--- src/hw/rtl/bgc_pkg.sv ---
// shared constants and types for the bit gather compactor
`timescale 1ns / 1ps

package bgc_pkg;

    // port widths fixed by the stream format
    localparam int PORT_WORD_W   = 64;
    localparam int PORT_CNT_W    = 7;

    // default gather word width
    localparam int WORD_BITS_DEF = 64;

    // result queue geometry
    localparam int Q_DEPTH       = 4;
    localparam int Q_PTR_W       = $clog2(Q_DEPTH);
    localparam int Q_CNT_W       = $clog2(Q_DEPTH + 1);

    // one result item as it leaves the block
    typedef struct packed {
        logic [PORT_WORD_W-1:0] word;
        logic [PORT_CNT_W-1:0]  count;
        logic                   last;
    } t_result;

endpackage

--- src/hw/rtl/bgc_queue.sv ---
// small result queue taking up to two items per cycle, giving one when popped
`timescale 1ns / 1ps

module bgc_queue (
    input  logic             i_clk,
    input  logic             i_rst_n,
    input  logic             i_push0,
    input  logic             i_push1,
    input  bgc_pkg::t_result i_res0,
    input  bgc_pkg::t_result i_res1,
    input  logic             i_pop,
    output logic             o_valid,
    output bgc_pkg::t_result o_head,
    output logic             o_room
);

    bgc_pkg::t_result             r_mem [0:bgc_pkg::Q_DEPTH-1];
    logic [bgc_pkg::Q_PTR_W-1:0]  r_wp, n_wp;
    logic [bgc_pkg::Q_PTR_W-1:0]  r_rp, n_rp;
    logic [bgc_pkg::Q_CNT_W-1:0]  r_cnt, n_cnt;
    logic                         pop_ok;

    assign pop_ok  = i_pop && (r_cnt != '0);
    assign o_valid = (r_cnt != '0);
    assign o_head  = r_mem[r_rp];
    // room for the worst case of two items
    assign o_room  = (r_cnt <= bgc_pkg::Q_CNT_W'(bgc_pkg::Q_DEPTH - 2));

    // pointer and occupancy update
    always_comb begin
        n_wp  = r_wp + bgc_pkg::Q_PTR_W'(i_push0) + bgc_pkg::Q_PTR_W'(i_push1);
        n_rp  = r_rp + bgc_pkg::Q_PTR_W'(pop_ok);
        n_cnt = r_cnt + bgc_pkg::Q_CNT_W'(i_push0) + bgc_pkg::Q_CNT_W'(i_push1)
              - bgc_pkg::Q_CNT_W'(pop_ok);
    end

    always_ff @(posedge i_clk) begin
        if (!i_rst_n) begin
            r_wp  <= '0;
            r_rp  <= '0;
            r_cnt <= '0;
        end else begin
            r_wp  <= n_wp;
            r_rp  <= n_rp;
            r_cnt <= n_cnt;
        end
    end

    // entry storage
    always_ff @(posedge i_clk) begin
        if (i_push0) begin
            r_mem[r_wp] <= i_res0;
        end
        if (i_push1) begin
            r_mem[r_wp + bgc_pkg::Q_PTR_W'(1)] <= i_res1;
        end
    end

endmodule

--- config.mk ---
export PLATFORM = sky130hd
export DESIGN_NAME = bgc_queue
export DESIGN_NICKNAME = d
export VERILOG_FILES = /design/src/hw/rtl/bgc_pkg.sv /design/src/hw/rtl/bgc_queue.sv
export SDC_FILE = /design/constraint.sdc
export NUM_CORES = 1
export LEC_CHECK = 0
export BUFFER_PORTS_ARGS = -buffer_cell sky130_fd_sc_hd__buf_4
export CORE_ASPECT_RATIO = 0.5
export CORE_UTILIZATION = 62
export DETAILED_ROUTE_END_ITERATION = 8
export GPL_ROUTABILITY_DRIVEN = 1
export GPL_TIMING_DRIVEN = 0
export HOLD_SLACK_MARGIN = 0.06
export MAX_ROUTING_LAYER = met4
export PLACE_DENSITY = 0.95
export SYNTH_ARGS = -nofsm -noshare
export SYNTH_HDL_FRONTEND = slang
export SYNTH_SLANG_ARGS = --single-unit
--- constraint.sdc ---
create_clock -name i_clk -period 13.7 [get_ports i_clk]
set_input_delay 1.37 -clock i_clk [delete_from_list [all_inputs] [get_ports i_clk]]
set_output_delay 1.37 -clock i_clk [all_outputs]
set_load 0.005 [all_outputs]
==> results of run 1 <==
metal layers:
layer  part of all wire [%]  vias up  GRT usage [%]
li1                       -     3556              -
met1                     39     4238          37.22
met2                     52      323          51.10
met3                    5.5       93          5.173
met4                    4.0        0          11.92
met5                      0        -              -
synthesized netlist by cell type:
| master | instances |
|---|---|
| sky130_fd_sc_hd__xor2_1 | 2 |
| sky130_fd_sc_hd__mux2i_1 | 1 |
| sky130_fd_sc_hd__nand3_2 | 1 |
| sky130_fd_sc_hd__buf_2 | 3 |
| sky130_fd_sc_hd__inv_1 | 6 |
| sky130_fd_sc_hd__mux2_2 | 288 |
| sky130_fd_sc_hd__buf_4 | 19 |
| sky130_fd_sc_hd__edfxtp_1 | 288 |
| sky130_fd_sc_hd__o21ai_0 | 2 |
| sky130_fd_sc_hd__nor2_1 | 3 |
| sky130_fd_sc_hd__nand2b_1 | 1 |
| sky130_fd_sc_hd__or3_1 | 1 |
| sky130_fd_sc_hd__xnor2_1 | 1 |
| sky130_fd_sc_hd__nor3b_1 | 1 |
| sky130_fd_sc_hd__buf_1 | 7 |
| sky130_fd_sc_hd__fa_1 | 3 |
| sky130_fd_sc_hd__nand3b_1 | 2 |
| sky130_fd_sc_hd__mux4_2 | 72 |
| sky130_fd_sc_hd__buf_6 | 19 |
| sky130_fd_sc_hd__and2_1 | 8 |
| sky130_fd_sc_hd__dfxtp_1 | 7 |
| sky130_fd_sc_hd__a21o_1 | 1 |
| sky130_fd_sc_hd__ha_1 | 3 |
layout by cell type, fill, tap and decap left out, drive strengths merged:
master	synthesis	layout
clkbuf	0	43
ha	3	3
clkinv	0	3
mux2	288	288
nand3b	2	2
fa	3	3
and2	8	8
xnor2	1	1
nor3b	1	1
a21o	1	1
mux4	72	72
inv	6	6
mux2i	1	1
nand3	1	1
bufinv	0	1
or3	1	1
dfxtp	7	7
xor2	2	2
nor2	3	3
edfxtp	288	288
buf	48	282
nand2b	1	1
o21ai	2	2
kinds of logic (layout without fill, tap and decap cells):
group                    count (synthesis)  count (layout)
AO/OA/AOI/OAI                            3               3
XOR/XNOR                                 3               3
buffers and inverters                   54             335
adder cells (fa/ha/maj)                  6               6
AND/OR/NAND/NOR                         17              17
flip-flops                             295             295
multiplexers                           361             361
final cells by class:
type                            instances  area, µm²
Buffer                                 48      397.9
Fill cell                            1196       4667
Sequential cell                       295       8788
Timing Repair Buffer                  234       1937
Clock buffer                           43      765.7
Multi-Input combinational cell        390       5160
Clock inverter                          4      42.54
Tap cell                              300      375.4
Inverter                                6      22.52
critical path, delay by kind of cell (launching register included):
family                 cells  cell delay (ns)
muxes                      1             0.44
buffers and inverters      3             1.09
DFF                        1             0.31
sequential cells by signal (all words and copies together) (netlist names):
signal  cells
r_cnt       3
r_rp        2
r_wp        2
r_mem     288
final timing paths:
check | start | endpoint
setup / recovery | r_rp[1]$_SDFF_PN0_ | o_head[1]
hold reg to reg | r_rp[0]$_SDFF_PN0_ | r_rp[0]$_SDFF_PN0_
hold / removal | r_rp[0]$_SDFF_PN0_ | r_rp[0]$_SDFF_PN0_
setup reg to reg | r_cnt[0]$_SDFF_PN0_ | r_cnt[2]$_SDFF_PN0_
per-stage QoR:
step / hold slack (ns) / setup slack [ns]
detailed placement: 0.6006 / 10.53
CTS: 0.6812 / 9.953
global route: 0.7248 / 9.913
finish: 0.7028 / 9.949
floorplan: 0.5518 / 6.609
global placement: 0.5631 / 2.238
where the power goes:
group / internal (mW) / total (mW) / switching, mW
sequential: 1.13 / 1.16 / 0.0312
combinational: 0.437 / 0.789 / 0.352
clock: 0.399 / 0.719 / 0.320
total: 1.97 / 2.67 / 0.704
==> impl_summary.log, run 1 <==
[metrics] status: finished, final reports clean
[metrics] area growth from synthesis to layout: 22.04%
[metrics] hold violation total from the final report: 0
[metrics] post-detail-place hpwl: 22.63 mm
[metrics] post-cts hold buffer count: 0
[metrics] post-CTS setup buffers: 0
[metrics] Port Buffers: around 220
[metrics] number of detailed-route iterations in the first pass: 5
[metrics] number of distinct library cells after synthesis: 23
[metrics] total global routing track utilization: between 30% and 40%
[metrics] Tightest Hold Check Type: reg -> reg
[metrics] worst vdd ir: 0.08180 mV
[metrics] global-route wire length before repair: 51.23 mm
[metrics] placed insts: ~1300
[metrics] worst hold stages: 2
[metrics] antenna diode count: 0
[metrics] total core area: 0.02216 mm²
[metrics] mean routed wirelength per cell: 25.81 µm
[metrics] GPL Wtd Cong: 0.7720
[metrics] post-synthesis sequential element count: 295
[metrics] CTS Buf Count: 26
[metrics] top cell type's share of synthesized area: approximately three fifths
[metrics] y dimension of the die: 109.5 µm
[metrics] critical-path cell with the highest stage delay: sky130_fd_sc_hd__buf_1
[metrics] MaxCap Viol Count: 0
[metrics] Mean Syn Cell Area: 19.39 µm²
[metrics] worst setup skew after layout: 0.01625 ns
[metrics] final core utilization: between 70% and 80%
[metrics] starting density of the core: 64.68%
[metrics] chip width: 217.0 µm
[metrics] fraction of final layout cells with drive strength greater than 1: 65.88%
[metrics] final layout net count: 1156
[metrics] maximum number of pins on one net before global-route repair: 24
[metrics] yosys warns: 0
[metrics] endpoint arrival time on the critical path: 2.38 ns
[metrics] Total Die Area: between 0.02 and 0.025 mm²
[metrics] placed cell areas: 0.01668 mm²
[metrics] worst-path cell chain: buf_2, buf_1, mux4_2, buf_4
[metrics] fmax: 0.2666 GHz
[metrics] max-slew violation total from the final report: 0
[metrics] simple-gate share of the synthesized area: 0.7421%
[metrics] setup-violating endpoint count in the final report: 0
[metrics] leading post-synthesis cells by cell area: sky130_fd_sc_hd__edfxtp_1 60%, sky130_fd_sc_hd__mux2_2 23%, sky130_fd_sc_hd__mux4_2 11%, sky130_fd_sc_hd__buf_6 1.5%, sky130_fd_sc_hd__buf_4 1.0%
[metrics] time the worst path needs with I/O delays and setup: 3.751 ns
[metrics] Congestion Overflow GR: 0
[metrics] buffer type at the clock tree root: sky130_fd_sc_hd__clkbuf_16
[metrics] total power: 2.671 mW
[metrics] share of the yosys chip area belonging to registers: about 61%
[metrics] number of resized instances in the post-cts repair step: 0
[metrics] headroom to the max-slew limit: 45.86%
[metrics] remaining routing DRC violations: 0
[metrics] H-tree depth: 1
[metrics] final WL: 34.07 mm
[metrics] # IOs: between 200 and 250
[metrics] post-synthesis cell area: 0.01433 mm²
[metrics] main combinational cell family by area after synthesis: multiplexers
[metrics] critical setup path kind: reg -> out
[metrics] Max stage delay on crit path: 0.62 ns
[metrics] initial antenna violation count: 0
[metrics] final sum of negative setup slack: 0 ns
[metrics] fraction of synthesized area in multiplexers: 34.01%
[metrics] TritonCTS clock tree: yes
[metrics] cell count after synthesis: 739
[metrics] initial drt markers: 632
[metrics] Compound-Gate Fraction of Synth Area: 0.1222%
[metrics] unrepaired setup endpoints after global routing: false
[metrics] number of antenna-violating nets in the routed design: 0
[metrics] vias: ~8000
[metrics] number of global-route vias before repair: between 8000 and 9000
[metrics] final period utilization: 27.38%
[metrics] clock-pin slew on the worst setup and hold paths: 0.06 ns
[metrics] total power per unit cell area: 152.7 mW/mm²
[metrics] peak fanout along the critical path: 10
[metrics] number of buffers between clock root and the deepest sink: 3
[metrics] total non-filler cell area in the finished layout: 0.01749 mm²
[metrics] xor/xnor cell area share of the yosys netlist: 0.1833%
[metrics] number of cells traversed by the worst register-to-register path: 8
[metrics] number of standard-cell rows in the floorplan: 38
[metrics] number of vias per cell after detailed routing: about 6.2
[metrics] Critical Path Sink Type: primary output
[metrics] number of nets produced by synthesis: approximately 890
[metrics] fin cells: 1320
[metrics] adder and majority gate portion of the synthesized area: 0.6810%
[metrics] clock sinks: 295
[metrics] worst-margin pin slew: around 0.81 ns
[metrics] CP Data Required Time: 12.33 ns
[metrics] later-pin clock latency in the skew report: 0.54 ns
[metrics] crit path launch type: flop
[metrics] static leakage power: 6.269 nW
[metrics] largest area contributor in the netlist: sky130_fd_sc_hd__edfxtp_1
[metrics] internal reg-to-reg setup slack: 11.21 ns
No activity file was read; power rests on OpenSTA's default activity.
==> run 2, diff against run 1 <==
CORE_UTILIZATION = 57   (was 62)
PLACE_DENSITY = 0.89   (was 0.95)
clock period = 3.79 ns   (was 13.7 ns; I/O delays follow)
==> impl_summary.log, run 2 (synthesis gave the netlist of run 1 again) <==
[metrics] status: finished, final reports clean
[metrics] layout filler cell count: 1563
[metrics] total power per unit cell area: 549.8 mW/mm²
[metrics] Port Buffers: 222
[metrics] switching power summed over all nets: 2.533 mW
[metrics] Congestion Overflow GR: 0
[metrics] # IOs: 223
[metrics] CP Data Required Time: 3.41 ns
[metrics] number of vias per cell after detailed routing: 5.859
[metrics] hold violation total from the final report: 0
[metrics] number of antenna-violating nets in the routed design: 0
[metrics] static leakage power: 6.264 nW
[metrics] crit path launch type: flop
[metrics] internal reg-to-reg setup slack: 1.37 ns
[metrics] fraction of met2 tracks used by global routing: a little under half
[metrics] area growth from synthesis to layout: 22.08%
[metrics] total internal power: 7.086 mW
[metrics] maximum number of pins on one net before global-route repair: 28
[metrics] largest register by flop count: r_mem
[metrics] endpoint of the worst-slack reg-to-reg timing path: r_cnt[2]$_SDFF_PN0_
[metrics] buffer type at the clock tree root: sky130_fd_sc_hd__clkbuf_16
[metrics] y dimension of the die: approximately 110 µm
[metrics] placed insts: 1307
[metrics] final core utilization: 71.93%
[metrics] Critical Path Sink Type: primary output
[metrics] fin cells: 1356
[metrics] max-slew violation total from the final report: 0
[metrics] Total Die Area: about 0.026 mm²
[metrics] Min-Delay Endpoint: r_rp[1]$_SDFF_PN0_
[metrics] number of buffers between clock root and the deepest sink: 3
[metrics] endpoint arrival time on the critical path: between 2 and 2.5 ns
[metrics] critical-path cell with the highest stage delay: sky130_fd_sc_hd__buf_1
[metrics] number of resized instances in the post-cts repair step: 0
[metrics] worst vdd ir: 0.2746 mV
[metrics] final sum of negative setup slack: 0 ns
[metrics] later-pin clock latency in the skew report: 0.54 ns
[metrics] number of cells traversed by the worst register-to-register path: 8
[metrics] most utilized layer in the global route result: met2
[metrics] setup-violating endpoint count in the final report: 0
[metrics] total power: between 9 and 10 mW
[metrics] fmax: 0.3717 GHz
[metrics] CTS Buf Count: 27
[metrics] met1 track demand over resource: 33.64%
[metrics] worst-margin pin slew: 0.9246 ns
[metrics] registers with the highest flip-flop counts: r_mem (288), r_cnt (3)
[metrics] number of global-route vias before repair: between 8000 and 9000
[metrics] headroom to the max-slew limit: 38.22%
[metrics] most frequent cells in the layout: 288 x sky130_fd_sc_hd__mux2_2, 288 x sky130_fd_sc_hd__edfxtp_1, 241 x sky130_fd_sc_hd__buf_4
[metrics] worst hold stages: 2
[metrics] vias: 7945
[metrics] unrepaired setup endpoints after global routing: false
[metrics] global-route wire length before repair: 50.18 mm
[metrics] clock-pin slew on the worst setup and hold paths: 0.06 ns
[metrics] power share of the clock group: 27.2%
[metrics] fraction of final layout cells with drive strength greater than 1: 66.50%
[metrics] post-CTS setup buffers: 0
[metrics] clock sinks: around 300
[metrics] sequential fraction of design power: 43.5%
[metrics] critical setup path kind: reg -> out
[metrics] Final Hold Slack: 0.1046 ns
[metrics] MaxCap Viol Count: 0
[metrics] GPL Wtd Cong: 0.7851
[metrics] final layout net count: 1155
[metrics] initial drt markers: 571
[metrics] met3 Track Usage GR: 3.721%
[metrics] Reg2Reg Launch Point: r_cnt[0]$_SDFF_PN0_
[metrics] worst setup skew after layout: 0.01053 ns
[metrics] total global routing track utilization: 26.98%
[metrics] starting density of the core: 58.92%
[metrics] final WL: between 30 and 40 mm
[metrics] mean routed wirelength per cell: 24.22 µm
[metrics] Tightest Hold Check Type: in -> reg
[metrics] time the worst path needs with I/O delays and setup: 2.690 ns
[metrics] number of detailed-route iterations in the first pass: 4
[metrics] number of standard-cell rows in the floorplan: 40
[metrics] total core area: 0.02432 mm²
[metrics] Switching Share: between 20% and 30%
[metrics] post-cts hold buffer count: 0
[metrics] Combinational Power Share: around 29%
[metrics] peak fanout along the critical path: 10
[metrics] chip width: 226.2 µm
[metrics] Max stage delay on crit path: just over 0.6 ns
[metrics] TritonCTS clock tree: yes
[metrics] final period utilization: 70.99%
[metrics] worst-path cell chain: buf_2, buf_1, mux4_2, buf_4
[metrics] H-tree depth: 1
[metrics] worst min-delay path startpoint: i_rst_n
[metrics] remaining routing DRC violations: 0
[metrics] startpoint of the most critical setup path: r_rp[1]$_SDFF_PN0_
[metrics] post-detail-place hpwl: around 22 mm
[metrics] max reg flops: 288
[metrics] initial antenna violation count: 1
run 2: routing by layer:
metal / wire length, µm / up-vias
li1: - / 3546
met1: 13230 / 4114
met2: 17260 / 233
met3: 1505 / 52
met4: 851 / 0
met5: 0 / -
run 2: power groups by stage:
stage | Combinational, mW | Clock [mW] | Sequential, mW
2_1_floorplan | 1.61 | 0 | 4.27
3_3_place_gp | 2.69 | 0 | 4.33
6_report | 2.81 | 2.62 | 4.19
4_1_cts | 2.85 | 2.64 | 4.19
5_1_grt | 3.00 | 2.76 | 4.22
3_5_place_dp | 2.83 | 0 | 4.26
run 2: critical path, delay by kind of cell, from the launching register on:
family,cells,cell delay (ns)
muxes,1,0.42
buffers and inverters,3,1.04
DFF,1,0.30
run 2: how the worst max path moves through the flow:
stage                                   endpoint  slack [ns]  cells past startpoint
after global routing                  o_head[41]        1.02                      4
after floorplan            r_mem[0][0]$_DFFE_PP_       -0.46                      2
after detailed placement     r_cnt[2]$_SDFF_PN0_        1.36                      8
final                                 o_head[11]        1.10                      4
after CTS                             o_head[11]        1.08                      4
after global placement    r_mem[0][27]$_DFFE_PP_       -3.29                      3
run 2: metrics by stage:
stage	instance area (µm²)	worst slack, ns
5_1_grt	17500	1.017
2_1_floorplan	14330	-0.4568
4_1_cts	17490	1.085
6_report	17500	1.100
3_3_place_gp	16420	-3.287
3_5_place_dp	16660	1.363
run 2: final cells by class:
cell class / count / area (µm²) / share of cell area, %
timing repair buffer: 232 / 1874 / 10.71
buffer: 48 / 397.9 / 2.274
antenna: 2 / 5.005 / 0.02861
tap: 336 / 420.4 / 2.403
clock inverter: 9 / 40.04 / 0.2288
clock buffer: 38 / 787.0 / 4.498
multi-input combinational: 390 / 5160 / 29.49
sequential: 295 / 8788 / 50.23
inverter: 6 / 22.52 / 0.1287
